--- src/hdl/rsx_pkg.sv ---
// shared types and codes for the risc16 subset execute unit
`default_nettype none
package rsx_pkg;

    localparam logic [1:0] MEM_NONE  = 2'd0;
    localparam logic [1:0] MEM_READ  = 2'd1;
    localparam logic [1:0] MEM_WRITE = 2'd2;

    localparam logic [1:0] SZ_BYTE = 2'd0;
    localparam logic [1:0] SZ_HALF = 2'd1;
    localparam logic [1:0] SZ_WORD = 2'd2;

    localparam logic [1:0] ST_OK      = 2'd0;
    localparam logic [1:0] ST_UNKNOWN = 2'd1;
    localparam logic [1:0] ST_SQ_HALT = 2'd2;
    localparam logic [1:0] ST_SEQ_ERR = 2'd3;

    localparam logic [31:0] SQ_AREA = 32'hF000_0000;
    localparam logic [15:0] OP_NOP  = 16'h0009;

    typedef enum logic [1:0] {
        DP_NONE  = 2'd0,
        DP_ENTER = 2'd1,
        DP_SLOT  = 2'd2
    } dphase_t;

    typedef struct packed {
        logic        action;
        logic [15:0] opcode;
        logic [31:0] load_data;
    } in_item_t;

    typedef struct packed {
        logic [1:0]  mem_op;
        logic [1:0]  mem_size;
        logic [31:0] mem_addr;
        logic [31:0] write_data;
        logic [31:0] next_pc;
        logic        t_bit;
        logic [1:0]  status;
    } out_item_t;

    typedef struct packed {
        logic [31:0] pc;
        logic        t;
        logic [31:0] macl;
        dphase_t     dphase;
        logic [31:0] jtarget;
        logic        ld_pend;
        logic [3:0]  ld_dest;
        logic        ld_half;
        logic        halted;
    } arch_t;

    typedef struct packed {
        logic        en_a;
        logic [3:0]  addr_a;
        logic [31:0] data_a;
        logic        en_b;
        logic [3:0]  addr_b;
        logic [31:0] data_b;
    } rf_wr_t;

    function automatic logic [31:0] sx8(input logic [7:0] v);
        return {{24{v[7]}}, v};
    endfunction

    function automatic logic [31:0] sx16(input logic [15:0] v);
        return {{16{v[15]}}, v};
    endfunction

endpackage
`default_nettype wire

--- src/hdl/rsx_exec.sv ---
// combinational decode and execute of one beat
`default_nettype none
module rsx_exec
    import rsx_pkg::*;
(
    input  in_item_t    item,
    input  logic [31:0] rn,
    input  logic [31:0] rm,
    input  logic [31:0] r0,
    input  arch_t       cur,
    output arch_t       nxt,
    output rf_wr_t      wr,
    output out_item_t   res
);

    always_comb
    begin
        logic [15:0] op;
        logic [3:0]  n;
        logic [3:0]  m;
        logic        known;
        logic        sq;
        logic        jumped;
        logic        bf_taken;
        logic [1:0]  mop;
        logic [1:0]  msz;
        logic [31:0] maddr;
        logic [31:0] wdata;
        logic [31:0] tmp;
        logic [31:0] boff;
        arch_t       s;
        rf_wr_t      w;

        op       = item.opcode;
        n        = op[11:8];
        m        = op[7:4];
        known    = 1'b1;
        sq       = 1'b0;
        jumped   = 1'b0;
        bf_taken = 1'b0;
        mop      = MEM_NONE;
        msz      = SZ_BYTE;
        maddr    = '0;
        wdata    = '0;
        tmp      = '0;
        boff     = sx8(op[7:0]);
        s        = cur;
        w        = '0;
        nxt      = cur;
        wr       = '0;
        res      = '0;

        if (cur.halted || (item.action && !cur.ld_pend) || (!item.action && cur.ld_pend))
        begin
            res.next_pc = cur.pc;
            res.t_bit   = cur.t;
            res.status  = ST_SEQ_ERR;
        end
        else if (item.action)
        begin
            wr.en_a     = 1'b1;
            wr.addr_a   = cur.ld_dest;
            wr.data_a   = cur.ld_half ? sx16(item.load_data[15:0]) : item.load_data;
            nxt.ld_pend = 1'b0;
            res.next_pc = cur.pc;
            res.t_bit   = cur.t;
            res.status  = ST_OK;
        end
        else
        begin
            case (op[15:12])
                4'h0:
                begin
                    if (op[7:0] == 8'h83)
                        sq = (rn >= SQ_AREA);
                    else if (op == OP_NOP)
                        known = 1'b1;
                    else if (op[7:0] == 8'h1A)
                    begin
                        w.en_a = 1'b1; w.addr_a = n; w.data_a = cur.macl;
                    end
                    else
                        known = 1'b0;
                end
                4'h1:
                begin
                    mop = MEM_WRITE; msz = SZ_WORD;
                    maddr = rn + {26'd0, op[3:0], 2'b00}; wdata = rm;
                end
                4'h2:
                begin
                    case (op[3:0])
                        4'h0: begin mop = MEM_WRITE; msz = SZ_BYTE; maddr = rn;
                                    wdata = {24'd0, rm[7:0]}; end
                        4'h1: begin mop = MEM_WRITE; msz = SZ_HALF; maddr = rn;
                                    wdata = {16'd0, rm[15:0]}; end
                        4'h8: s.t = ((rm & rn) == 32'd0);
                        4'hA: begin w.en_a = 1'b1; w.addr_a = n; w.data_a = rn ^ rm; end
                        4'hE: s.macl = {16'd0, rn[15:0]} * {16'd0, rm[15:0]};
                        default: known = 1'b0;
                    endcase
                end
                4'h3:
                begin
                    case (op[3:0])
                        4'h0: s.t = (rn == rm);
                        4'h6: s.t = (rn > rm);
                        default: known = 1'b0;
                    endcase
                end
                4'h4:
                begin
                    w.addr_a = n;
                    case (op[7:0])
                        8'h10: begin tmp = rn - 32'd1; s.t = (tmp == 32'd0);
                                     w.en_a = 1'b1; w.data_a = tmp; end
                        8'h01: begin s.t = rn[0]; w.en_a = 1'b1;
                                     w.data_a = {1'b0, rn[31:1]}; end
                        8'h21: begin s.t = rn[0]; w.en_a = 1'b1;
                                     w.data_a = {rn[31], rn[31:1]}; end
                        8'h05: begin s.t = rn[0]; w.en_a = 1'b1;
                                     w.data_a = {rn[0], rn[31:1]}; end
                        8'h08: begin w.en_a = 1'b1; w.data_a = {rn[29:0], 2'b00}; end
                        8'h18: begin w.en_a = 1'b1; w.data_a = {rn[23:0], 8'd0}; end
                        8'h28: begin w.en_a = 1'b1; w.data_a = {rn[15:0], 16'd0}; end
                        8'h09: begin w.en_a = 1'b1; w.data_a = {2'b00, rn[31:2]}; end
                        8'h2B: begin s.jtarget = rn; jumped = 1'b1; end
                        default: known = 1'b0;
                    endcase
                end
                4'h5:
                begin
                    mop = MEM_READ; msz = SZ_WORD;
                    maddr = rm + {26'd0, op[3:0], 2'b00};
                    s.ld_dest = n; s.ld_half = 1'b0;
                end
                4'h6:
                begin
                    w.addr_a = n;
                    case (op[3:0])
                        4'h3: begin w.en_a = 1'b1; w.data_a = rm; end
                        4'h5:
                        begin
                            mop = MEM_READ; msz = SZ_HALF; maddr = rm;
                            s.ld_dest = n; s.ld_half = 1'b1;
                            w.en_b = (m != n); w.addr_b = m; w.data_b = rm + 32'd2;
                        end
                        4'h8: begin w.en_a = 1'b1;
                                    w.data_a = {rm[31:16], rm[7:0], rm[15:8]}; end
                        4'h9: begin w.en_a = 1'b1; w.data_a = {rm[15:0], rm[31:16]}; end
                        default: known = 1'b0;
                    endcase
                end
                4'h7:
                begin
                    w.en_a = 1'b1; w.addr_a = n; w.data_a = rn + sx8(op[7:0]);
                end
                4'h8:
                begin
                    case (n)
                        4'h1: begin mop = MEM_WRITE; msz = SZ_HALF;
                                    maddr = rm + {27'd0, op[3:0], 1'b0};
                                    wdata = {16'd0, r0[15:0]}; end
                        4'h5: begin mop = MEM_READ; msz = SZ_HALF;
                                    maddr = rm + {27'd0, op[3:0], 1'b0};
                                    s.ld_dest = 4'd0; s.ld_half = 1'b1; end
                        4'hB: bf_taken = !cur.t;
                        default: known = 1'b0;
                    endcase
                end
                4'h9:
                begin
                    mop = MEM_READ; msz = SZ_HALF;
                    maddr = cur.pc + 32'd4 + {23'd0, op[7:0], 1'b0};
                    s.ld_dest = n; s.ld_half = 1'b1;
                end
                4'hC:
                begin
                    w.addr_a = 4'd0;
                    case (n)
                        4'h7: begin w.en_a = 1'b1;
                                    w.data_a = {cur.pc[31:2], 2'b00} + 32'd4
                                             + {22'd0, op[7:0], 2'b00}; end
                        4'h8: s.t = ((r0[7:0] & op[7:0]) == 8'd0);
                        4'hB: begin w.en_a = 1'b1; w.data_a = r0 | {24'd0, op[7:0]}; end
                        default: known = 1'b0;
                    endcase
                end
                4'hE:
                begin
                    w.en_a = 1'b1; w.addr_a = n; w.data_a = sx8(op[7:0]);
                end
                default: known = 1'b0;
            endcase

            if (!known || sq)
            begin
                nxt.halted  = 1'b1;
                res.next_pc = cur.pc;
                res.t_bit   = cur.t;
                res.status  = known ? ST_SQ_HALT : ST_UNKNOWN;
            end
            else
            begin
                if (mop == MEM_READ)
                    s.ld_pend = 1'b1;
                if (cur.dphase == DP_SLOT && !jumped)
                begin
                    s.pc     = cur.jtarget;
                    s.dphase = DP_NONE;
                end
                else
                begin
                    s.pc = bf_taken ? (cur.pc + 32'd4 + {boff[30:0], 1'b0})
                                    : (cur.pc + 32'd2);
                    s.dphase = (jumped || cur.dphase == DP_ENTER) ? DP_SLOT : DP_NONE;
                end
                if (jumped)
                    s.dphase = DP_SLOT;
                nxt            = s;
                wr             = w;
                res.mem_op     = mop;
                res.mem_size   = msz;
                res.mem_addr   = maddr;
                res.write_data = wdata;
                res.next_pc    = s.pc;
                res.t_bit      = s.t;
                res.status     = ST_OK;
            end
        end
    end

endmodule
`default_nettype wire

--- src/hdl/risc16_subset_execute_unit_core.sv ---
// top level of the risc16 subset execute unit: operand stage, state and result register
`default_nettype none
// Executes one 16-bit opcode, or one load return, per beat and gives exactly one
// result beat for each. An accepted beat waits in the operand register,
// where Rn, Rm and R0 are already read (with bypass of the write made in that same
// cycle), then passes through the execute logic into the result register. A new
// beat can be taken every cycle while the result register is free or being drained;
// the operand register lets one more beat in while a result waits. A load
// issues a read request; the next beat must be a load return with the data, any
// other order gives status 3. An unknown opcode, or a pref at or above 0xF0000000,
// halts the unit until reset. Writing cfg_wdata with cfg_we loads the program
// counter; do it only while no beat is in flight.
module risc16_subset_execute_unit_core
    import rsx_pkg::*;
(
    input  wire logic        clk,
    input  wire logic        rst_n,
    input  wire logic        in_valid,
    output logic             in_ready,
    input  wire in_item_t    in_data,
    output logic             out_valid,
    input  wire logic        out_ready,
    output out_item_t        out_data,
    input  wire logic        cfg_we,
    input  wire logic [31:0] cfg_wdata
);

    // architectural state
    logic [31:0] rf_reg [16];
    arch_t       arch_reg;
    arch_t       arch_next;

    // operand stage
    logic        op_valid_reg;
    in_item_t    op_item_reg;
    logic [31:0] rn_reg;
    logic [31:0] rm_reg;
    logic [31:0] r0_reg;

    // result stage
    logic        res_valid_reg;
    out_item_t   res_reg;
    out_item_t   res_next;

    rf_wr_t      wr_raw;
    rf_wr_t      wr;
    logic        advance;
    logic        take;

    // operand register moves on when the result register is free or being drained
    assign advance  = op_valid_reg && (!res_valid_reg || out_ready);
    assign in_ready = !op_valid_reg || advance;
    assign take     = in_valid && in_ready;

    assign out_valid = res_valid_reg;
    assign out_data  = res_reg;

    rsx_exec u_exec (
        .item (op_item_reg),
        .rn   (rn_reg),
        .rm   (rm_reg),
        .r0   (r0_reg),
        .cur  (arch_reg),
        .nxt  (arch_next),
        .wr   (wr_raw),
        .res  (res_next)
    );

    // register writes only land when the beat really leaves the operand stage
    always_comb
    begin
        wr      = wr_raw;
        wr.en_a = wr_raw.en_a && advance;
        wr.en_b = wr_raw.en_b && advance;
    end

    // operand read with bypass from the write of the beat ahead
    function automatic logic [31:0] rd_port(input logic [3:0] idx, input rf_wr_t w,
                                            input logic [31:0] raw);
        logic [31:0] v;
        v = raw;
        if (w.en_b && w.addr_b == idx)
            v = w.data_b;
        if (w.en_a && w.addr_a == idx)
            v = w.data_a;
        return v;
    endfunction

    always_ff @(posedge clk or negedge rst_n)
    begin
        if (!rst_n)
        begin
            for (int i = 0; i < 16; i++)
                rf_reg[i] <= '0;
        end
        else
        begin
            if (wr.en_b)
                rf_reg[wr.addr_b] <= wr.data_b;
            if (wr.en_a)
                rf_reg[wr.addr_a] <= wr.data_a;
        end
    end

    // reset clears every field, which leaves the delay phase at none
    always_ff @(posedge clk or negedge rst_n)
    begin
        if (!rst_n)
            arch_reg <= '0;
        else if (cfg_we)
            arch_reg.pc <= cfg_wdata;
        else if (advance)
            arch_reg <= arch_next;
    end

    always_ff @(posedge clk or negedge rst_n)
    begin
        if (!rst_n)
        begin
            op_valid_reg  <= 1'b0;
            res_valid_reg <= 1'b0;
        end
        else
        begin
            if (in_ready)
                op_valid_reg <= in_valid;
            if (advance)
                res_valid_reg <= 1'b1;
            else if (out_ready)
                res_valid_reg <= 1'b0;
        end
    end

    // payload registers
    always_ff @(posedge clk)
    begin
        if (take)
        begin
            op_item_reg <= in_data;
            rn_reg      <= rd_port(in_data.opcode[11:8], wr, rf_reg[in_data.opcode[11:8]]);
            rm_reg      <= rd_port(in_data.opcode[7:4], wr, rf_reg[in_data.opcode[7:4]]);
            r0_reg      <= rd_port(4'd0, wr, rf_reg[0]);
        end
        if (advance)
            res_reg <= res_next;
    end

    // a halted unit reports sequencing errors and touches no register
    assert property (@(posedge clk) disable iff (!rst_n)
        (advance && arch_reg.halted) |-> (res_next.status == ST_SEQ_ERR && !wr.en_a && !wr.en_b))
        else $error("halted unit changed state");

    // a read request leaves a load pending for the next beat
    assert property (@(posedge clk) disable iff (!rst_n)
        (advance && !cfg_we && res_next.mem_op == MEM_READ) |=> arch_reg.ld_pend)
        else $error("read issued without pending load");

    // the result shown after a beat matches the state it left
    assert property (@(posedge clk) disable iff (!rst_n)
        (advance && !cfg_we) |=> (res_reg.next_pc == arch_reg.pc && res_reg.t_bit == arch_reg.t))
        else $error("result does not match state");

    // a memory request never comes with a non-ok status
    assert property (@(posedge clk) disable iff (!rst_n)
        (advance && res_next.status != ST_OK) |-> (res_next.mem_op == MEM_NONE))
        else $error("memory request on failing beat");

endmodule
`default_nettype wire
--- config.mk ---
export PLATFORM = sky130hd
export DESIGN_NAME = risc16_subset_execute_unit_core
export DESIGN_NICKNAME = d
export VERILOG_FILES = /design/src/hdl/rsx_pkg.sv /design/src/hdl/rsx_exec.sv /design/src/hdl/risc16_subset_execute_unit_core.sv
export SDC_FILE = /design/constraint.sdc
export NUM_CORES = 2
export LEC_CHECK = 0
export BUFFER_PORTS_ARGS = -buffer_cell sky130_fd_sc_hd__buf_2
export CAP_MARGIN = 15
export CELL_PAD_IN_SITES_DETAIL_PLACEMENT = 2
export CELL_PAD_IN_SITES_GLOBAL_PLACEMENT = 2
export CORE_UTILIZATION = 37
export CTS_CLUSTER_DIAMETER = 80
export CTS_CLUSTER_SIZE = 12
export DETAILED_ROUTE_END_ITERATION = 6
export GPL_ROUTABILITY_DRIVEN = 0
export HOLD_SLACK_MARGIN = 0.06
export PLACE_DENSITY_LB_ADDON = 0.12
export RECOVER_POWER = 25
export SLEW_MARGIN = 20
export SYNTH_ARGS = -nofsm -noshare
export SYNTH_HDL_FRONTEND = slang
export SYNTH_SLANG_ARGS = --single-unit
export TNS_END_PERCENT = 10
--- constraint.sdc ---
create_clock -name clk -period 6.2 [get_ports clk]
set_input_delay 0.31 -clock clk [delete_from_list [all_inputs] [get_ports clk]]
set_output_delay 0.31 -clock clk [all_outputs]
set_load 0.1 [all_outputs]
==> results.py <==
metrics = {
    "place": {
        "io_buffers": 190,
        "detailedPlacementHpwl_um": 243000,
        "place_inst": 9852,
        "detailed_place.area_mm2": 0.0734,
        "preCtsSetupSlack_ns": -0.248,
    },
    "timing": {
        "report.final.slew_viol_count": 288,
        "unrepaired_setup_endpoints_after_global_routing": "yes",
        "timing_hold_violations_final": 0,
        "setup_slack_ns": -0.0849,
        "number_of_failing_setup_endpoints_in_the_final_timing_report": 23,
        "min_period_over_period": 1.01,
        "worst_pin_slew_ns": 5.98,
        "max_clock_freq_mhz": 159,
        "maxSlewHeadroom": -2.99,
        "timing.final.crit_period_ns": 6.28,
        "finalClockSkew_ns": 0.0716,
    },
    "finish": {
        "nNetsFinal": 8121,
        "instances_no_fill": 10100,
        "final_common_cell": "nand2_1",
        "layout-area-overhead-vs-synth_pct": 12.5,
        "largest_register_ff_count": 512,
        "fillCellCount": 19800,
        "design_area_mm2": 0.0772,
        "post_route_cells_drive_above_1_share": 0.153,
        "layout_common_cells": "999 x nand2_1, 799 x o21ai_0, 619 x dfrtp_1",
    },
    "synth": {
        "syn_area_per_cell_um2": 9.11,
        "postSynthNetCount": 8076,
        "number_of_synthesis_warnings": 0,
        "synth_flop_cell": "dfrtp_1",
        "postSynthRegisterBits": 867,
        "ys_async_rst_share": 0.714,
        "post_synthesis_cell_count": 7532,
        "synth_sequential_area_ratio": 0.334,
        "ys_types": 91,
        "mappedNetlistArea_mm2": 0.0686,
        "synth_enable_flop_cells": 248,
    },
    "setup_path": {
        "worstRegToRegCells": 12,
        "required_ns": 6.86,
        "path_class": "flip-flop to flip-flop",
        "critical_path.endpoint_type": "flip-flop",
        "timing.critical_path.arrival_ns": 6.94,
        "startpoint_type": "flip-flop",
        "timing.critical_path.fanout_max": 56,
    },
    "grt": {
        "gr-usage-met1": 0.468,
        "grt.total_usage": 0.367,
        "grt_max_degree": 136,
        "global_route.peak_usage_layer": "met2",
        "overflow": 0,
        "grt_pass1_wl_um": 502000,
        "number_of_global_route_vias_before_repair": 70000,
        "grt_antenna_before_repair": 11,
        "met2_usage": 0.595,
        "grt_util_met3": 0.0645,
    },
    "route": {
        "drc": 8,
        "first_pass_iters": 7,
        "drtIter0Drc": 6288,
        "wirelength_um": 346000,
        "detailroute.via_count": 65500,
        "drtAntennaViolNets": 0,
        "post_drt_wl_per_cell_um": 34.3,
        "routed_via_density": 6.48,
    },
    "floorplanning": {
        "rows": 157,
        "fp.dieArea_mm2": 0.187,
        "dieHeight_um": 433,
        "die_width_um": 433,
        "ios": 191,
        "total_core_area_mm2": 0.184,
        "initial_core_util": 0.374,
    },
    "pwr": {
        "share_seq_of_total_power": 0.364,
        "power.leakage_uw": 0.0310,
        "p_clk_frac": 0.328,
        "internal_power_uw": 10900,
        "cellPowerDensity_mw_per_mm2": 221,
        "power.switching_fraction": 0.363,
        "share_comb_of_total_power": 0.308,
        "switching_power_uw": 6180,
        "worst_ir_drop_on_vdd_mv": 0.213,
        "totalPowerFinal_uw": 17000,
    },
    "min_path": {
        "worst_hold_path_type": "primary input to flip-flop",
        "hold-path-cell-count": 2,
    },
    "run_status": {
        "run_status": "finished with violations",
        "violations": "DRC, capacitance limit, slew limit, setup timing",
    },
    "clock_network": {
        "cts.reportedPaths.clkPinSlew_ns": 0.07,
        "clock_path_buffers": 3,
        "tritoncts.num_buffers": 91,
        "ctsRootBufferMaster": "clkbuf_16",
        "tritoncts": "done",
        "worst_skew_late_latency_ns": 0.80,
        "htreeDepth": 3,
        "clock_sinks": 867,
    },
    "job": {
        "drv.max_cap_violation_count": 8,
    },
}
[cell type report]
type                       count  area (um2)  share of cell area
multi-input combinational   5645       42200               0.547
sequential                   867       22900               0.297
timing repair buffer         649        4890              0.0634
tap                         2464        3080              0.0399
clock buffer                 125        2480              0.0321
inverter                     323        1210              0.0157
clock inverter                23         307             0.00397
antenna                       10        25.0            0.000324
[synth_stat cells (30+ instances only)]
cell type  count  share of area
a211oi_1     271          0.030
a21o_1        68         0.0074
a21oi_1      531          0.039
a221oi_1      38         0.0049
a222oi_1      53         0.0077
a22oi_1       98          0.011
a31oi_1       30         0.0027
and2_1       130          0.012
buf_1         59         0.0032
buf_2         54         0.0039
clkbuf_1     577          0.032
dfrtp_1      619           0.23
edfxtp_1     248           0.11
fa_1         199          0.058
ha_1         259          0.047
inv_1        318          0.017
mux2_2        53         0.0087
mux2i_1       83          0.012
mux4_2       320           0.11
nand2_1     1018          0.056
nand2b_1      33         0.0030
nand3_1      116         0.0085
nand4_1       45         0.0041
nor2_1       581          0.032
nor2b_1       45         0.0041
nor3_1       122         0.0089
nor4_1        38         0.0035
o211ai_1      47         0.0051
o21a_1        44         0.0048
o21ai_0      806          0.059
xnor2_1      177          0.023
xor2_1        91          0.012
[what timing repair did]
action | CTS | global route
hold buffers | 80 | 0
gates resized for setup | 21 | 18
hold endpoints to repair | 161 | 0
pin swaps | 15 | 19
buffers inserted | 14 | 2
setup endpoints to repair | 10 | 13
[kinds of logic after synthesis]
family,after synthesis,synth area share
flops,867,0.334
fa+ha+maj,458,0.105
xor+xnor,268,0.0342
mux,456,0.126
compound gates,2188,0.195
buf+inv,1020,0.0573
simple gates,2275,0.148
[worst max-delay path: stages, from the launching register on]
cell,delay [ns]
edfxtp_1,0.73
nor2b_1,0.88
and2_1,0.86
nand2_1,0.23
nor3_1,0.66
a311oi_2,0.09
buf_4,0.28
a32oi_2,0.68
nor3_1,0.29
nand2_2,0.32
buf_4,0.72
o211ai_1,0.19
o21a_1,0.16
[metal layers]
metal	vias up	share of wire
met3	830	0.068
met1	34800	0.41
met5	-	0.00025
met2	2648	0.47
li1	27200	-
met4	14	0.057
[power groups by stage]
stage | Clock (uW) | Combinational (uW) | Sequential, uW
5_1_grt | 5850 | 5640 | 6200
2_1_floorplan | 0 | 2780 | 6530
6_report | 5590 | 5240 | 6200
3_5_place_dp | 0 | 4960 | 6310
3_3_place_gp | 0 | 4820 | 6300
4_1_cts | 5650 | 5110 | 6190
[stage by stage]
| step | setup TNS (ns) | util | hold WS [ns] |
|---|---|---|---|
| CTS | -0.00465 | 0.420 | 0.157 |
| detailed placement | -1.25 | 0.400 | 0.355 |
| global placement | -0.0555 | 0.400 | 0.353 |
| global route | -24.93 | 0.420 | 0.192 |
| floorplan | -0.0187 | - | 0.0144 |
| finish | -0.663 | 0.420 | 0.219 |
[worst paths after layout]
path / startpoint / to / slack, ns
max: op_item_reg[34] / rf_reg[173] / -0.08
min: in_data[4] / op_item_reg[4] / 0.22
max reg2reg: op_item_reg[34] / rf_reg[173] / -0.08
min reg2reg: arch_reg[22] / arch_reg[22] / 0.51
max in group asynchronous: rst_n / rf_reg[479] / 0.34
min in group asynchronous: rst_n / arch_reg[61] / 2.22
Power figures use the tool's default switching activity.
